**src/hw/rtl/bcs_pkg.sv**
```systemverilog
package bcs_pkg;

    localparam int unsigned TERM_W     = 16;
    localparam int unsigned BYTE_W     = 8;
    localparam int unsigned COEF_A_W   = 9;
    localparam int unsigned MINUS_W    = TERM_W + BYTE_W;
    localparam int unsigned PLUS_W     = TERM_W + COEF_A_W;
    localparam int unsigned SUM_W      = PLUS_W + 1;

    localparam logic [TERM_W-1:0]   MOD_TERM    = 16'hFFFF;
    localparam logic [BYTE_W-1:0]   ALPHA_STEP  = 8'd17;
    localparam logic [BYTE_W-1:0]   BETA_STEP   = 8'd31;
    localparam logic [COEF_A_W-1:0] FIRST_OFFSET = 9'd7;
    localparam logic [TERM_W-1:0]   PREV_RESET  = 16'd1;
    localparam logic [TERM_W-1:0]   CUR_RESET   = 16'd0;

    // 257 * 65535: a multiple of the modulus larger than any subtracted product,
    // so the biased difference never goes negative.
    localparam logic [SUM_W-1:0]    MOD_BIAS    = SUM_W'(257 * 65535);

    // Command word handed from the front to the back.
    typedef struct packed {
        logic                first;
        logic                last;
        logic [COEF_A_W-1:0] coef_a;   // byte + alpha, or byte + 7 on a first word
        logic [BYTE_W-1:0]   coef_b;   // beta
    } t_cmd;

endpackage

```
**src/hw/rtl/byte_recurrence_checksum.sv**
```systemverilog
// Byte recurrence checksum. Feed a message one byte word at a time through
// the push/full queue port, marking its first and last words; after each last
// word one 16-bit checksum (0..65534) appears on the empty/pop queue port.
// The block takes one word per cycle and delivers one checksum per cycle
// sustained while the result queue has room; a last word's checksum is
// registered into the command queue, then through the recurrence into the
// result queue before it reaches the result ports. The
// rate is set by the recurrence register pair in the back end, which closes a
// loop of one 9x16 and one 8x16 multiply, a subtract and a mod-65535 fold each
// cycle. The front tracks position-dependent coefficients, so words without a
// first mark simply continue from the held state; a first mark restarts.
module byte_recurrence_checksum #(
    parameter int unsigned QUEUE_DEPTH  = 4,
    parameter int unsigned RESULT_DEPTH = 2
) (
    input  logic                           i_clk,
    input  logic                           i_rst_n,
    input  logic                           i_push,
    output logic                           o_full,
    input  logic [bcs_pkg::BYTE_W-1:0]     i_data_byte,
    input  logic                           i_first_of_message,
    input  logic                           i_last_of_message,
    output logic                           o_empty,
    input  logic                           i_pop,
    output logic [bcs_pkg::TERM_W-1:0]     o_checksum
);

    localparam int unsigned CMD_W = $bits(bcs_pkg::t_cmd);

    logic                       w_cmd_write;
    bcs_pkg::t_cmd              w_cmd_in;
    bcs_pkg::t_cmd              w_cmd_out;
    logic                       w_cmd_empty;
    logic                       w_cmd_take;
    logic                       w_res_full;
    logic                       w_res_push;
    logic [bcs_pkg::TERM_W-1:0] w_res_data;

    // Front: classify each word and attach its coefficients.
    bcs_front u_front (
        .i_clk              (i_clk),
        .i_rst_n            (i_rst_n),
        .i_push             (i_push),
        .i_data_byte        (i_data_byte),
        .i_first_of_message (i_first_of_message),
        .i_last_of_message  (i_last_of_message),
        .i_full             (o_full),
        .o_write            (w_cmd_write),
        .o_cmd              (w_cmd_in)
    );

    // Command queue: decouple the input side from the recurrence.
    bcs_fifo #(
        .WIDTH (CMD_W),
        .DEPTH (QUEUE_DEPTH)
    ) u_cmd_q (
        .i_clk   (i_clk),
        .i_rst_n (i_rst_n),
        .i_push  (w_cmd_write),
        .i_data  (w_cmd_in),
        .o_full  (o_full),
        .i_pop   (w_cmd_take),
        .o_empty (w_cmd_empty),
        .o_data  (w_cmd_out)
    );

    // Back: advance the recurrence, one command per cycle unless a last word waits on a full result queue.
    bcs_back u_back (
        .i_clk      (i_clk),
        .i_rst_n    (i_rst_n),
        .i_valid    (!w_cmd_empty),
        .i_cmd      (w_cmd_out),
        .i_res_full (w_res_full),
        .o_take     (w_cmd_take),
        .o_res_push (w_res_push),
        .o_checksum (w_res_data)
    );

    // Result queue: hold finished checksums until popped.
    bcs_fifo #(
        .WIDTH (bcs_pkg::TERM_W),
        .DEPTH (RESULT_DEPTH)
    ) u_res_q (
        .i_clk   (i_clk),
        .i_rst_n (i_rst_n),
        .i_push  (w_res_push),
        .i_data  (w_res_data),
        .o_full  (w_res_full),
        .i_pop   (i_pop),
        .o_empty (o_empty),
        .o_data  (o_checksum)
    );

endmodule

```
**src/hw/rtl/bcs_fifo.sv**
```systemverilog
module bcs_fifo #(
    parameter int unsigned WIDTH = 16,
    parameter int unsigned DEPTH = 2
) (
    input  logic             i_clk,
    input  logic             i_rst_n,
    input  logic             i_push,
    input  logic [WIDTH-1:0] i_data,
    output logic             o_full,
    input  logic             i_pop,
    output logic             o_empty,
    output logic [WIDTH-1:0] o_data
);

    localparam int unsigned PTR_W = (DEPTH > 1) ? $clog2(DEPTH) : 1;
    localparam int unsigned CNT_W = $clog2(DEPTH + 1);
    localparam logic [PTR_W-1:0] LAST_PTR = PTR_W'(DEPTH - 1);
    localparam logic [CNT_W-1:0] FULL_CNT = CNT_W'(DEPTH);

    logic [WIDTH-1:0] r_mem [DEPTH];
    logic [PTR_W-1:0] r_wr_ptr, n_wr_ptr;
    logic [PTR_W-1:0] r_rd_ptr, n_rd_ptr;
    logic [CNT_W-1:0] r_count, n_count;
    logic             w_push;
    logic             w_pop;

    assign o_full  = (r_count == FULL_CNT);
    assign o_empty = (r_count == '0);
    assign o_data  = r_mem[r_rd_ptr];
    assign w_push  = i_push && !o_full;
    assign w_pop   = i_pop && !o_empty;

    always_comb begin
        n_wr_ptr = r_wr_ptr;
        n_rd_ptr = r_rd_ptr;
        n_count  = r_count;
        if (w_push) begin
            n_wr_ptr = (r_wr_ptr == LAST_PTR) ? '0 : r_wr_ptr + 1'b1;
        end
        if (w_pop) begin
            n_rd_ptr = (r_rd_ptr == LAST_PTR) ? '0 : r_rd_ptr + 1'b1;
        end
        if (w_push && !w_pop) begin
            n_count = r_count + 1'b1;
        end else if (w_pop && !w_push) begin
            n_count = r_count - 1'b1;
        end
    end

    always_ff @(posedge i_clk) begin
        if (!i_rst_n) begin
            r_wr_ptr <= '0;
            r_rd_ptr <= '0;
            r_count  <= '0;
        end else begin
            r_wr_ptr <= n_wr_ptr;
            r_rd_ptr <= n_rd_ptr;
            r_count  <= n_count;
        end
    end

    always_ff @(posedge i_clk) begin
        if (w_push) begin
            r_mem[r_wr_ptr] <= i_data;
        end
    end

endmodule

```
**src/hw/rtl/bcs_front.sv**
```systemverilog
module bcs_front (
    input  logic                             i_clk,
    input  logic                             i_rst_n,
    input  logic                             i_push,
    input  logic [bcs_pkg::BYTE_W-1:0]       i_data_byte,
    input  logic                             i_first_of_message,
    input  logic                             i_last_of_message,
    input  logic                             i_full,
    output logic                             o_write,
    output bcs_pkg::t_cmd                    o_cmd
);

    // Alpha and beta advance by their steps per word; a first word restarts
    // them at position one.
    logic [bcs_pkg::BYTE_W-1:0] r_alpha, n_alpha;
    logic [bcs_pkg::BYTE_W-1:0] r_beta,  n_beta;

    assign o_write = i_push && !i_full;

    always_comb begin
        o_cmd.first  = i_first_of_message;
        o_cmd.last   = i_last_of_message;
        o_cmd.coef_b = r_beta;
        if (i_first_of_message) begin
            o_cmd.coef_a = {1'b0, i_data_byte} + bcs_pkg::FIRST_OFFSET;
            n_alpha      = bcs_pkg::ALPHA_STEP;
            n_beta       = bcs_pkg::BETA_STEP;
        end else begin
            o_cmd.coef_a = {1'b0, i_data_byte} + {1'b0, r_alpha};
            n_alpha      = r_alpha + bcs_pkg::ALPHA_STEP;
            n_beta       = r_beta + bcs_pkg::BETA_STEP;
        end
    end

    always_ff @(posedge i_clk) begin
        if (!i_rst_n) begin
            r_alpha <= '0;
            r_beta  <= '0;
        end else if (o_write) begin
            r_alpha <= n_alpha;
            r_beta  <= n_beta;
        end
    end

endmodule

```
**src/hw/rtl/bcs_back.sv**
```systemverilog
module bcs_back (
    input  logic                         i_clk,
    input  logic                         i_rst_n,
    input  logic                         i_valid,
    input  bcs_pkg::t_cmd                i_cmd,
    input  logic                         i_res_full,
    output logic                         o_take,
    output logic                         o_res_push,
    output logic [bcs_pkg::TERM_W-1:0]   o_checksum
);

    logic [bcs_pkg::TERM_W-1:0]  r_prev, n_prev;
    logic [bcs_pkg::TERM_W-1:0]  r_cur,  n_cur;
    logic [bcs_pkg::PLUS_W-1:0]  w_plus;
    logic [bcs_pkg::MINUS_W-1:0] w_minus;
    logic                        w_neg;
    logic [bcs_pkg::SUM_W-1:0]   w_sum;
    logic [bcs_pkg::TERM_W:0]    w_fold1;
    logic [bcs_pkg::TERM_W-1:0]  w_fold2;
    logic [bcs_pkg::TERM_W-1:0]  w_term;

    // Stall a last word only while the result queue has no room.
    assign o_take     = i_valid && (!i_cmd.last || !i_res_full);
    assign o_res_push = o_take && i_cmd.last;
    assign o_checksum = n_cur;

    always_comb begin
        w_plus  = bcs_pkg::PLUS_W'(i_cmd.coef_a) * bcs_pkg::PLUS_W'(r_cur);
        w_minus = bcs_pkg::MINUS_W'(i_cmd.coef_b) * bcs_pkg::MINUS_W'(r_prev);
        // A negative difference wraps through 2^64, which adds one mod 65535.
        w_neg   = (w_plus < bcs_pkg::PLUS_W'(w_minus));
        w_sum   = bcs_pkg::SUM_W'(w_plus) + bcs_pkg::MOD_BIAS
                + bcs_pkg::SUM_W'(w_neg) - bcs_pkg::SUM_W'(w_minus);
        // End-around carry: 2^16 folds to 1.
        w_fold1 = {1'b0, w_sum[bcs_pkg::TERM_W-1:0]}
                + (bcs_pkg::TERM_W+1)'(w_sum[bcs_pkg::SUM_W-1:bcs_pkg::TERM_W]);
        w_fold2 = w_fold1[bcs_pkg::TERM_W-1:0]
                + bcs_pkg::TERM_W'(w_fold1[bcs_pkg::TERM_W]);
        w_term  = (w_fold2 == bcs_pkg::MOD_TERM) ? '0 : w_fold2;

        if (i_cmd.first) begin
            n_prev = bcs_pkg::PREV_RESET;
            n_cur  = bcs_pkg::TERM_W'(i_cmd.coef_a);
        end else begin
            n_prev = r_cur;
            n_cur  = w_term;
        end
    end

    always_ff @(posedge i_clk) begin
        if (!i_rst_n) begin
            r_prev <= bcs_pkg::PREV_RESET;
            r_cur  <= bcs_pkg::CUR_RESET;
        end else if (o_take) begin
            r_prev <= n_prev;
            r_cur  <= n_cur;
        end
    end

endmodule

```
**config.mk**
```make
export PLATFORM = sky130hd
export DESIGN_NAME = byte_recurrence_checksum
export DESIGN_NICKNAME = d
export VERILOG_FILES = /design/src/hw/rtl/bcs_pkg.sv /design/src/hw/rtl/byte_recurrence_checksum.sv /design/src/hw/rtl/bcs_fifo.sv /design/src/hw/rtl/bcs_front.sv /design/src/hw/rtl/bcs_back.sv
export SDC_FILE = /design/constraint.sdc
export NUM_CORES = 1
export LEC_CHECK = 0
export ABC_CLOCK_PERIOD_IN_PS = 20100
export BUFFER_PORTS_ARGS = -buffer_cell sky130_fd_sc_hd__clkbuf_2
export CORE_MARGIN = 8
export CORE_UTILIZATION = 35
export DETAILED_ROUTE_END_ITERATION = 8
export PLACE_DENSITY = 0.48
export SETUP_SLACK_MARGIN = 0.05
export SYNTH_ARGS = -nofsm -noshare
export SYNTH_HDL_FRONTEND = slang
export SYNTH_SLANG_ARGS = --single-unit
```
**constraint.sdc**
```tcl
create_clock -name i_clk -period 20.1 [get_ports i_clk]
set_input_delay 4.02 -clock i_clk [delete_from_list [all_inputs] [get_ports i_clk]]
set_output_delay 4.02 -clock i_clk [all_outputs]
set_load 0.03 [all_outputs]
```
==> impl_metrics.csv, run 1 <==
group,metric,value,unit
final_layout,layout.nets,2298,
sta,worst_pin_slew,1.13,ns
place,hpwl,37.5,mm
sta,relSlewSlack,24.6,%
clock_network,cts_hold_buf,0,
drt,wl,47.4,mm
sta,rsz0062_at_grt,"no",
critical_path,r2r_cells,56,
drt,drtIter0Drc,680,
critical_path,arrival,16.12,ns
critical_path,crit_type,"flip-flop to flip-flop",
sta,clock.fmax,0.0626,GHz
clock_network,clk_latency,0.45,ns
die,start_util,35.5,%
clock_network,post_cts_buffers,0,
yosys,synth_commonest_cells,"inv_1 (301), fa_1 (195), nand2_1 (184)",
die,core_region_area,52600,µm²
yosys,synth.most_common_cell,"inv_1",
clock_network,cts_resized,0,
die,die_x,247,µm
global_routing,grt_pass1_vias,13800,
yosys,synth.top_cell.area_share,21.0,%
drt,drcViolationCount,0,
sta,fin_crit_sh,79.5,%
die,core.rowCount,84,
yosys,synth_nets,2305,
final_layout,multiInputGateArea,12800,µm²
final_layout,fillers,5333,
place,gp_congestion,0.820,
place,port_buffers,31,
critical_path,critPathMostFrequentCell,"fa_1",
clock_network,clock-root-buffer,"clkbuf_16",
clock_network,cts.sink_count,170,
die,dieArea,60900,µm²
final_layout,drive_gt1_share,8.04,%
status,status,"complete, no violations",
drt,detail-route-antenna-nets,0,
clock_network,clk_pin_slew,0.07,ns
hold_path,holdPathStages,2,
clock_network,cts_buffers,17,
global_routing,grt-ovfl-total,0,
critical_path,cpMaxStageDelayCell,"mux4_2",
yosys,ys.warnings.count,0,
sta,setup_viol,0,
yosys,ys.flop_type,"edfxtp_1",
place,placed_cell_area,19500,µm²
sta,final.min_clock_period,15.98,ns
clock_network,cts_tree,"done",
global_routing,grt_pass1_wl,76.7,mm
drt,routedWlPerCell,18.1,µm
sta,finalHoldViolCount,0,
yosys,synth-seq-area-share,24.1,%
drt,vias,13200,
critical_path,cp-start-kind,"flip-flop",
yosys,syn_area_per_cell,9.69,µm²
hold_path,holdCritPathClass,"flip-flop to flip-flop",
drt,drt_pass1_iterations,5,
final_layout,area_delta_synth_final,7.84,%
global_routing,gr-usage-all-layers,16.0,%
die,die_h,247,µm
global_routing,antenna_found_initial,0,
run,drv_cap,0,
sta,slew_viol_final,0,
die,io_pins,32,
sta,timing.setup.tns,0,ns
sta,timing.final.ws_setup,4.12,ns
yosys,ys_types,89,
critical_path,setup.worst_path.end_class,"flip-flop",
final_layout,ff_latch_area,4480,µm²
clock_network,cts_max_path_buffers,2,
global_routing,grt_max_degree,31,
clock_network,htreeDepth,4,
sta,skew,0.0190,ns
yosys,synth_area_leaders,"fa_1 (21%), edfxtp_1 (17%), ha_1 (12%)",
critical_path,crit_path_max_incr_delay,0.75,ns
yosys,async_reset_ff_share,0,%
critical_path,crit_fanout,18,
critical_path,worstPathRequired,20.25,ns
final_layout,final_area,20100,µm²
critical_path,r2r_slack,4.12,ns
yosys,synth_seq_cells,170,
yosys,yosysTopAreaCell,"fa_1",
place,dp_slack,4.15,ns
yosys,synth_edf_count,108,
yosys,synth_area,18600,µm²
drt,viasPerCell,5.05,
yosys,synth_cells,1923,
[through the flow]
stage | std cells | hold WS, ns | utilization (%)
2_1_floorplan | 1923 | 0.453 | -
3_3_place_gp | 2585 | 0.486 | 37.0
3_5_place_dp | 2585 | 0.493 | 37.0
4_1_cts | 2617 | 0.505 | 38.2
5_1_grt | 2617 | 0.538 | 38.2
6_report | 2618 | 0.503 | 38.2
[state kept, by name (all words and copies together), names as in the netlist, named ones only]
signal            count
u_back.r_prev        16
u_front.r_alpha       8
u_back.r_cur         16
u_front.r_beta        8
u_res_q.r_wr_ptr      1
u_res_q.r_rd_ptr      1
u_cmd_q.r_rd_ptr      2
u_res_q.r_count       2
u_cmd_q.r_count       3
u_cmd_q.r_mem        76
u_res_q.r_mem        32
u_cmd_q.r_wr_ptr      2
[cell usage in the layout, fill, tap and decap left out, types with 7 or more instances in the layout]
cell and n:
and2_1 182, nand2_1 184, a31oi_1 8, or2_2 9, o21bai_1 11, clkbuf_2 31, or3_1 10, nor3_1 28
dfxtp_1 62, inv_1 301, o21a_1 13, nor2b_1 16, fa_1 195, mux2_2 17, nand2b_1 16, xnor2_1 57
nand3_1 52, buf_4 7, xor2_1 38, and3_1 9, a21o_1 20, clkbuf_16 17, ha_1 173, mux4_2 18
o21ai_0 34, a211oi_1 8, nor2_1 73, mux2i_1 9, o31ai_1 14, a21boi_0 19, a21oi_1 70, edfxtp_1 108
[metal layers]
layer  GRT usage [%]  part of all wire (%)  up-vias
li1                -                     -     6306
met1            21.6                    48     6670
met2            27.1                    48      224
met4            2.70                  0.94        0
met5               0                     0        -
met3            2.47                   3.5       28
[logic make-up after synthesis]
group / Yosys count / share of synthesized area [%]
AOI/OAI and AO/OA: 261 / 10.0
and+or+nand+nor: 615 / 17.2
muxes: 45 / 3.76
xor gates and xnor gates: 99 / 4.94
DFF: 170 / 24.1
adders and majority gates: 368 / 32.6
buffers and inverters: 365 / 7.41
[area by class of cell]
| cell class | count | share of cell area (%) |
|---|---|---|
| Multi-Input combinational cell | 1388 | 63.6 |
| Sequential cell | 170 | 22.3 |
| Inverter | 301 | 5.62 |
| Tap cell | 688 | 4.28 |
| Clock buffer | 18 | 2.14 |
| Clock inverter | 14 | 1.03 |
| Timing Repair Buffer | 38 | 1.03 |
| Antenna cell | 1 | 0.0125 |
[critical path, delay by kind of cell (launching register included)]
| family | cells | cell delay, ns |
|---|---|---|
| AO/OA/AOI/OAI | 23 | 5.27 |
| XOR/XNOR | 2 | 0.43 |
| adder cells (fa/ha/maj) | 12 | 4.39 |
| buffers and inverters | 5 | 0.61 |
| flip-flops | 1 | 0.65 |
| multiplexers | 1 | 0.75 |
| AND/OR/NAND/NOR | 13 | 3.55 |
[worst paths after layout]
check / end / startpoint
min: flip-flop / u_cmd_q.r_rd_ptr[1]
min reg2reg: flip-flop / u_cmd_q.r_rd_ptr[1]
max: u_res_q.r_mem[1][2] / flip-flop
max reg2reg: u_res_q.r_mem[1][2] / flip-flop
Power of run 1 is not shown: default switching activity piles up to over one toggle a cycle in this logic, so the estimate is an artifact.
==> run 2: changes to the inputs <==
--- a/config.mk
+++ b/config.mk
@@ -5,7 +5,8 @@
 export SDC_FILE = /design/constraint.sdc
 export NUM_CORES = 1
 export LEC_CHECK = 0
-export ABC_CLOCK_PERIOD_IN_PS = 20100
+export ABC_AREA = 1
+export ABC_CLOCK_PERIOD_IN_PS = 15200
 export BUFFER_PORTS_ARGS = -buffer_cell sky130_fd_sc_hd__clkbuf_2
 export CORE_MARGIN = 8
 export CORE_UTILIZATION = 35
==> constraint.sdc (replaced) <==
create_clock -name i_clk -period 15.2 [get_ports i_clk]
set_input_delay 3.04 -clock i_clk [delete_from_list [all_inputs] [get_ports i_clk]]
set_output_delay 3.04 -clock i_clk [all_outputs]
set_load 0.03 [all_outputs]
==> run 2 against run 1 <==
Net effect:
- hold slack lost 0.028 ns
- register-to-register slack lost 2.4 ns
- count of clock-buffer cells in the layout grew 1
- non-clock buffer count grew 6
- sequential share of layout area grew 0.22 points
- utilization shrank 0.22 points
- highest routed layer unchanged
- largest cell class unchanged
- flip-flop and latch count is the same
- global-route usage grew 1.0 points
- wire length grew 5.8%
- synthesized area shrank 1.1%
==> impl_metrics.csv, run 2 <==
group,metric,value,unit
final_layout,drive_gt1_share,6.65,%
final_layout,stdcell_count,2974,
sta,skew,0.0143,ns
place,placed_cell_area,19300,µm²
clock_network,htreeDepth,4,
yosys,synth_seq_cells,170,
yosys,synth_area_leaders,"fa_1 (21%), edfxtp_1 (18%), ha_1 (12%)",
sta,clock.fmax,0.0742,GHz
place,dp_cells,2942,
yosys,async_reset_ff_share,0,%
yosys,synth_area,18400,µm²
place,port_buffers,31,
clock_network,cts.sink_count,170,
critical_path,arrival,13.67,ns
sta,relSlewSlack,27.9,%
drt,detail-route-antenna-nets,0,
yosys,synth_cells,2268,
yosys,synth_nets,2650,
sta,final.min_clock_period,13.47,ns
drt,routedWlPerCell,16.8,µm
sta,worst_pin_slew,1.08,ns
die,start_util,35.2,%
critical_path,crit_path_max_incr_delay,0.53,ns
sta,fin_crit_sh,88.6,%
clock_network,cts_max_path_buffers,2,
yosys,syn_area_per_cell,8.12,µm²
yosys,yosysTopAreaCell,"fa_1",
clock_network,cts_buffers,17,
final_layout,regMostFlops,"u_cmd_q.r_mem",
global_routing,antenna_found_initial,0,
clock_network,cts_hold_buf,0,
die,die_h,245,µm
sta,timing.setup.tns,0,ns
final_layout,largest_register_ffs,76,
clock_network,cts_tree,"done",
clock_network,clk_latency,0.46,ns
yosys,synth.top_cell.area_share,21.2,%
final_layout,antenna_cells,0,
critical_path,critPathMostFrequentCell,"nand2_1",
global_routing,grt_pass1_vias,14900,
drt,wl,50.1,mm
global_routing,grt_pass1_wl,81.0,mm
final_layout,final_cell_mix,"inv_1 (467), nand2_1 (441), nor2_1 (247)",
final_layout,area_delta_synth_final,8.03,%
die,core_region_area,52300,µm²
critical_path,crit_fanout,24,
drt,drcViolationCount,0,
drt,drt_pass1_iterations,5,
final_layout,layout.nets,2655,
critical_path,setup.worst_path.end_class,"flip-flop",
global_routing,gr-usage-all-layers,17.0,%
die,die_x,245,µm
yosys,ys.warnings.count,0,
status,status,"complete, no violations",
yosys,synth_edf_count,108,
final_layout,final_util,38.0,%
drt,drtIter0Drc,888,
critical_path,cp-start-kind,"flip-flop",
drt,viasPerCell,4.87,
die,dieArea,60200,µm²
critical_path,crit_type,"flip-flop to flip-flop",
die,core.rowCount,84,
yosys,ys.flop_type,"edfxtp_1",
run,drv_cap,0,
die,io_pins,32,
global_routing,grt_max_degree,41,
final_layout,reg_top3,"u_cmd_q.r_mem (76), u_res_q.r_mem (32)",
yosys,synth-seq-area-share,24.3,%
final_layout,final_area,19900,µm²
yosys,synth_commonest_cells,"inv_1 (469), nand2_1 (445), nor2_1 (248)",
sta,slew_viol_final,0,
place,hpwl,40.8,mm
place,gp_congestion,0.933,
clock_network,clk_pin_slew,0.07,ns
hold_path,holdCritPathClass,"flip-flop to flip-flop",
yosys,synth.most_common_cell,"inv_1",
yosys,ys_types,52,
critical_path,worstPathRequired,15.40,ns
final_layout,layout_commonest_cell,"inv_1",
global_routing,grt-ovfl-total,0,
sta,rsz0062_at_grt,"no",
drt,vias,14500,
sta,setup_viol,0,
sta,finalHoldViolCount,0,
clock_network,clock-root-buffer,"clkbuf_16",
critical_path,cpMaxStageDelayCell,"fa_1",
==> run 2: changes by cell type after synthesis, moves of 19 or more <==
cell     change
inv_1      +168
a21o_1      -19
o21ai_0     +22
xnor2_1     -44
nor2_1     +175
nand3_1     +39
and2_1     -181
a21oi_1     +52
nand2_1    +261
==> run 2: what timing repair did <==
action                     in CTS  in global routing
setup endpoints to repair       0                 48
buffers inserted                0                  0
gates resized for setup         0                  6
==> run 2: final timing paths <==
kind | start | endpoint | slack (ns) | cells past startpoint
hold / removal | u_front.r_alpha[7] | u_front.r_alpha[7] | 0.48 | 2
setup / recovery | flip-flop | u_res_q.r_mem[0][3] | 1.73 | 80
hold reg to reg | u_front.r_alpha[7] | u_front.r_alpha[7] | 0.48 | 2
setup reg to reg | flip-flop | u_res_q.r_mem[0][3] | 1.73 | 80
==> run 2: critical path: cells and delay by family (launching register included) <==
kind,cells,cell delay (ns)
AND/OR/NAND/NOR,47,5.41
flip-flops,1,0.37
buffers and inverters,10,1.03
XOR/XNOR,2,0.43
adder cells (fa/ha/maj),12,4.18
AO/OA/AOI/OAI,9,1.73
==> run 2: cell type report <==
class                      count  area (µm²)
multi-input combinational   1561       11900
clock inverter                13         159
tap                          688         861
clock buffer                  19         433
inverter                     479        1810
sequential                   170        4480
fill                        5476       32400
timing repair buffer          44         253
==> run 2: through the flow <==
| step | hold WS (ns) | worst slack, ns |
|---|---|---|
| after floorplan | 0.434 | 2.97 |
| after global placement | 0.452 | 1.83 |
| after detailed placement | 0.466 | 1.57 |
| after CTS | 0.477 | 1.51 |
| after global routing | 0.500 | 0.0489 |
| final | 0.475 | 1.73 |
==> run 2: cells by family (layout without fill, tap and decap cells) <==
group,Yosys count,after routing,synth area share (%)
AO/OA/AOI/OAI,243,243,7.45
XOR/XNOR,69,69,3.28
adder cells (fa/ha/maj),368,368,32.9
buffers and inverters,537,555,11.1
flip-flops,170,170,24.3
multiplexers,16,16,0.978
AND/OR/NAND/NOR,865,865,19.9
==> run 2: routing by layer <==
metal | vias to the layer above | global-route usage [%] | wire [µm]
met5 | - | 0 | 0
met4 | 0 | 4.93 | 1140
met3 | 67 | 1.86 | 1710
met2 | 272 | 28.7 | 24000
met1 | 7079 | 22.7 | 23300
li1 | 7054 | - | -
Power of run 2 is left out for the same reason.
==> run 3: changes to the inputs <==
--- a/config.mk
+++ b/config.mk
@@ -7,7 +7,7 @@
 export LEC_CHECK = 0
 export ABC_AREA = 1
 export ABC_CLOCK_PERIOD_IN_PS = 15200
-export BUFFER_PORTS_ARGS = -buffer_cell sky130_fd_sc_hd__clkbuf_2
+export BUFFER_PORTS_ARGS = -buffer_cell sky130_fd_sc_hd__buf_2
 export CORE_MARGIN = 8
 export CORE_UTILIZATION = 35
 export DETAILED_ROUTE_END_ITERATION = 8
==> run 3 against run 2 <==
Net effect:
- clock skew up 0.0023 ns
- wire length down 0.80%
- final area about the same
- via count down 1.5%
- largest cell class unchanged
- utilization about the same
- cell count about the same
- critical path depth up 2
==> impl_metrics.csv, run 3 (synthesis results as in run 2) <==
group,metric,value,unit
global_routing,grt_max_degree,41,
critical_path,setup.worst_path.end_class,"flip-flop",
final_layout,multiInputGateArea,11900,µm²
final_layout,ff_latch_area,4480,µm²
drt,drtIter0Drc,837,
hold_path,holdCritPathClass,"flip-flop to flip-flop",
drt,detail-route-antenna-nets,0,
sta,fin_crit_sh,89.9,%
global_routing,grt_pass1_vias,14600,
die,io_pins,32,
clock_network,clk_pin_slew,0.07,ns
critical_path,cpMaxStageDelayCell,"fa_1",
die,dieArea,60200,µm²
critical_path,worstPathRequired,15.39,ns
sta,final.min_clock_period,13.67,ns
die,core_region_area,52300,µm²
clock_network,cts.sink_count,170,
global_routing,grt_pass1_wl,79.6,mm
clock_network,cts_tree,"done",
status,status,"complete, no violations",
critical_path,crit_type,"flip-flop to flip-flop",
final_layout,drive_gt1_share,6.64,%
drt,drcViolationCount,0,
die,die_x,245,µm
clock_network,htreeDepth,4,
clock_network,cts_max_path_buffers,2,
clock_network,clk_latency,0.45,ns
drt,routedWlPerCell,16.7,µm
sta,timing.setup.tns,0,ns
global_routing,gr-usage-met1,21.9,%
drt,vias,14200,
final_layout,largest_register_ffs,76,
global_routing,gr-usage-all-layers,16.7,%
die,die_h,245,µm
sta,relSlewSlack,28.1,%
global_routing,grt.busiest_layer,"met2",
sta,hold_ws,0.473,ns
final_layout,regMostFlops,"u_cmd_q.r_mem",
final_layout,fillers,5458,
final_layout,antenna_cells,0,
final_layout,area_delta_synth_final,8.10,%
clock_network,clock-root-buffer,"clkbuf_16",
die,core.rowCount,84,
final_layout,reg_top3,"u_cmd_q.r_mem (76), u_res_q.r_mem (32)",
final_layout,layout_commonest_cell,"inv_1",
die,start_util,35.2,%
drt,wl,49.7,mm
critical_path,critPathMostFrequentCell,"nand2_1",
critical_path,cp-start-kind,"flip-flop",
run,drv_cap,0,
sta,finalHoldViolCount,0,
place,gp_congestion,0.872,
global_routing,grt_use_met3,2.78,%
final_layout,final_cell_mix,"inv_1 (468), nand2_1 (445), nor2_1 (246)",
clock_network,cts_buffers,17,
sta,skew,0.0166,ns
global_routing,grt-ovfl-total,0,
global_routing,antenna_found_initial,0,
critical_path,crit_path_max_incr_delay,0.53,ns
drt,drt_pass1_iterations,5,
final_layout,layout.nets,2657,
sta,setup_viol,0,
critical_path,crit_fanout,19,
sta,clock.fmax,0.0732,GHz
global_routing,grt_util_met2,28.3,%
drt,viasPerCell,4.79,
critical_path,arrival,13.86,ns
place,hpwl,40.6,mm
sta,rsz0062_at_grt,"no",
clock_network,cts_hold_buf,0,
sta,slew_viol_final,0,
place,port_buffers,31,
sta,worst_pin_slew,1.08,ns
## run 3: changes by cell type in the layout (fill, tap and decap cells not counted), sizes merged
cell / before / now
buf: 13 / 45
clkbuf: 50 / 18
clkinv: 6 / 4
inv: 480 / 484
## run 3: layer usage
layer / vias to the layer above / share of wire [%]
met5: - / 0
met3: 50 / 3.5
met1: 6905 / 46
met4: 0 / 2.1
met2: 234 / 48
li1: 7059 / -
## run 3: cell type report
type | instances | area share [%]
Clock buffer | 18 | 2.16
Clock inverter | 14 | 0.880
Inverter | 479 | 9.05
Multi-Input combinational cell | 1561 | 59.7
Sequential cell | 170 | 22.5
Tap cell | 688 | 4.32
Timing Repair Buffer | 45 | 1.31
Timing Repair inverter | 1 | 0.0251
## run 3: final timing paths
path / from / endpoint / slack, ns / cells past startpoint
max: flip-flop / u_res_q.r_mem[0][7] / 1.53 / 82
min reg2reg: u_front.r_alpha[2] / u_front.r_alpha[2] / 0.47 / 1
max reg2reg: flip-flop / u_res_q.r_mem[0][7] / 1.53 / 82
min: u_front.r_alpha[2] / u_front.r_alpha[2] / 0.47 / 1
## run 3: per-stage QoR
stage	cell area, µm²	setup WS (ns)	cells	util [%]
global placement	19300	1.63	2943	36.9
finish	19900	1.53	2976	38.0
global route	19900	0.0551	2976	38.0
floorplan	18400	2.97	2268	-
CTS	19900	1.34	2975	38.0
detailed placement	19300	1.39	2943	36.9
## run 3: worst max-delay path: cells and delay by family, from the launching register on
| family | cells | cell delay, ns |
|---|---|---|
| xor gates and xnor gates | 2 | 0.27 |
| adders and majority gates | 12 | 4.33 |
| AOI/OAI and AO/OA | 10 | 1.71 |
| buffers and inverters | 11 | 1.33 |
| and+or+nand+nor | 47 | 5.37 |
| DFF | 1 | 0.31 |
## run 3: what timing repair did
action,in CTS,in global routing
endpoints found under the setup margin,0,48
buffers inserted,0,0
resized for setup,0,1
Power of run 3 is left out for the same reason.
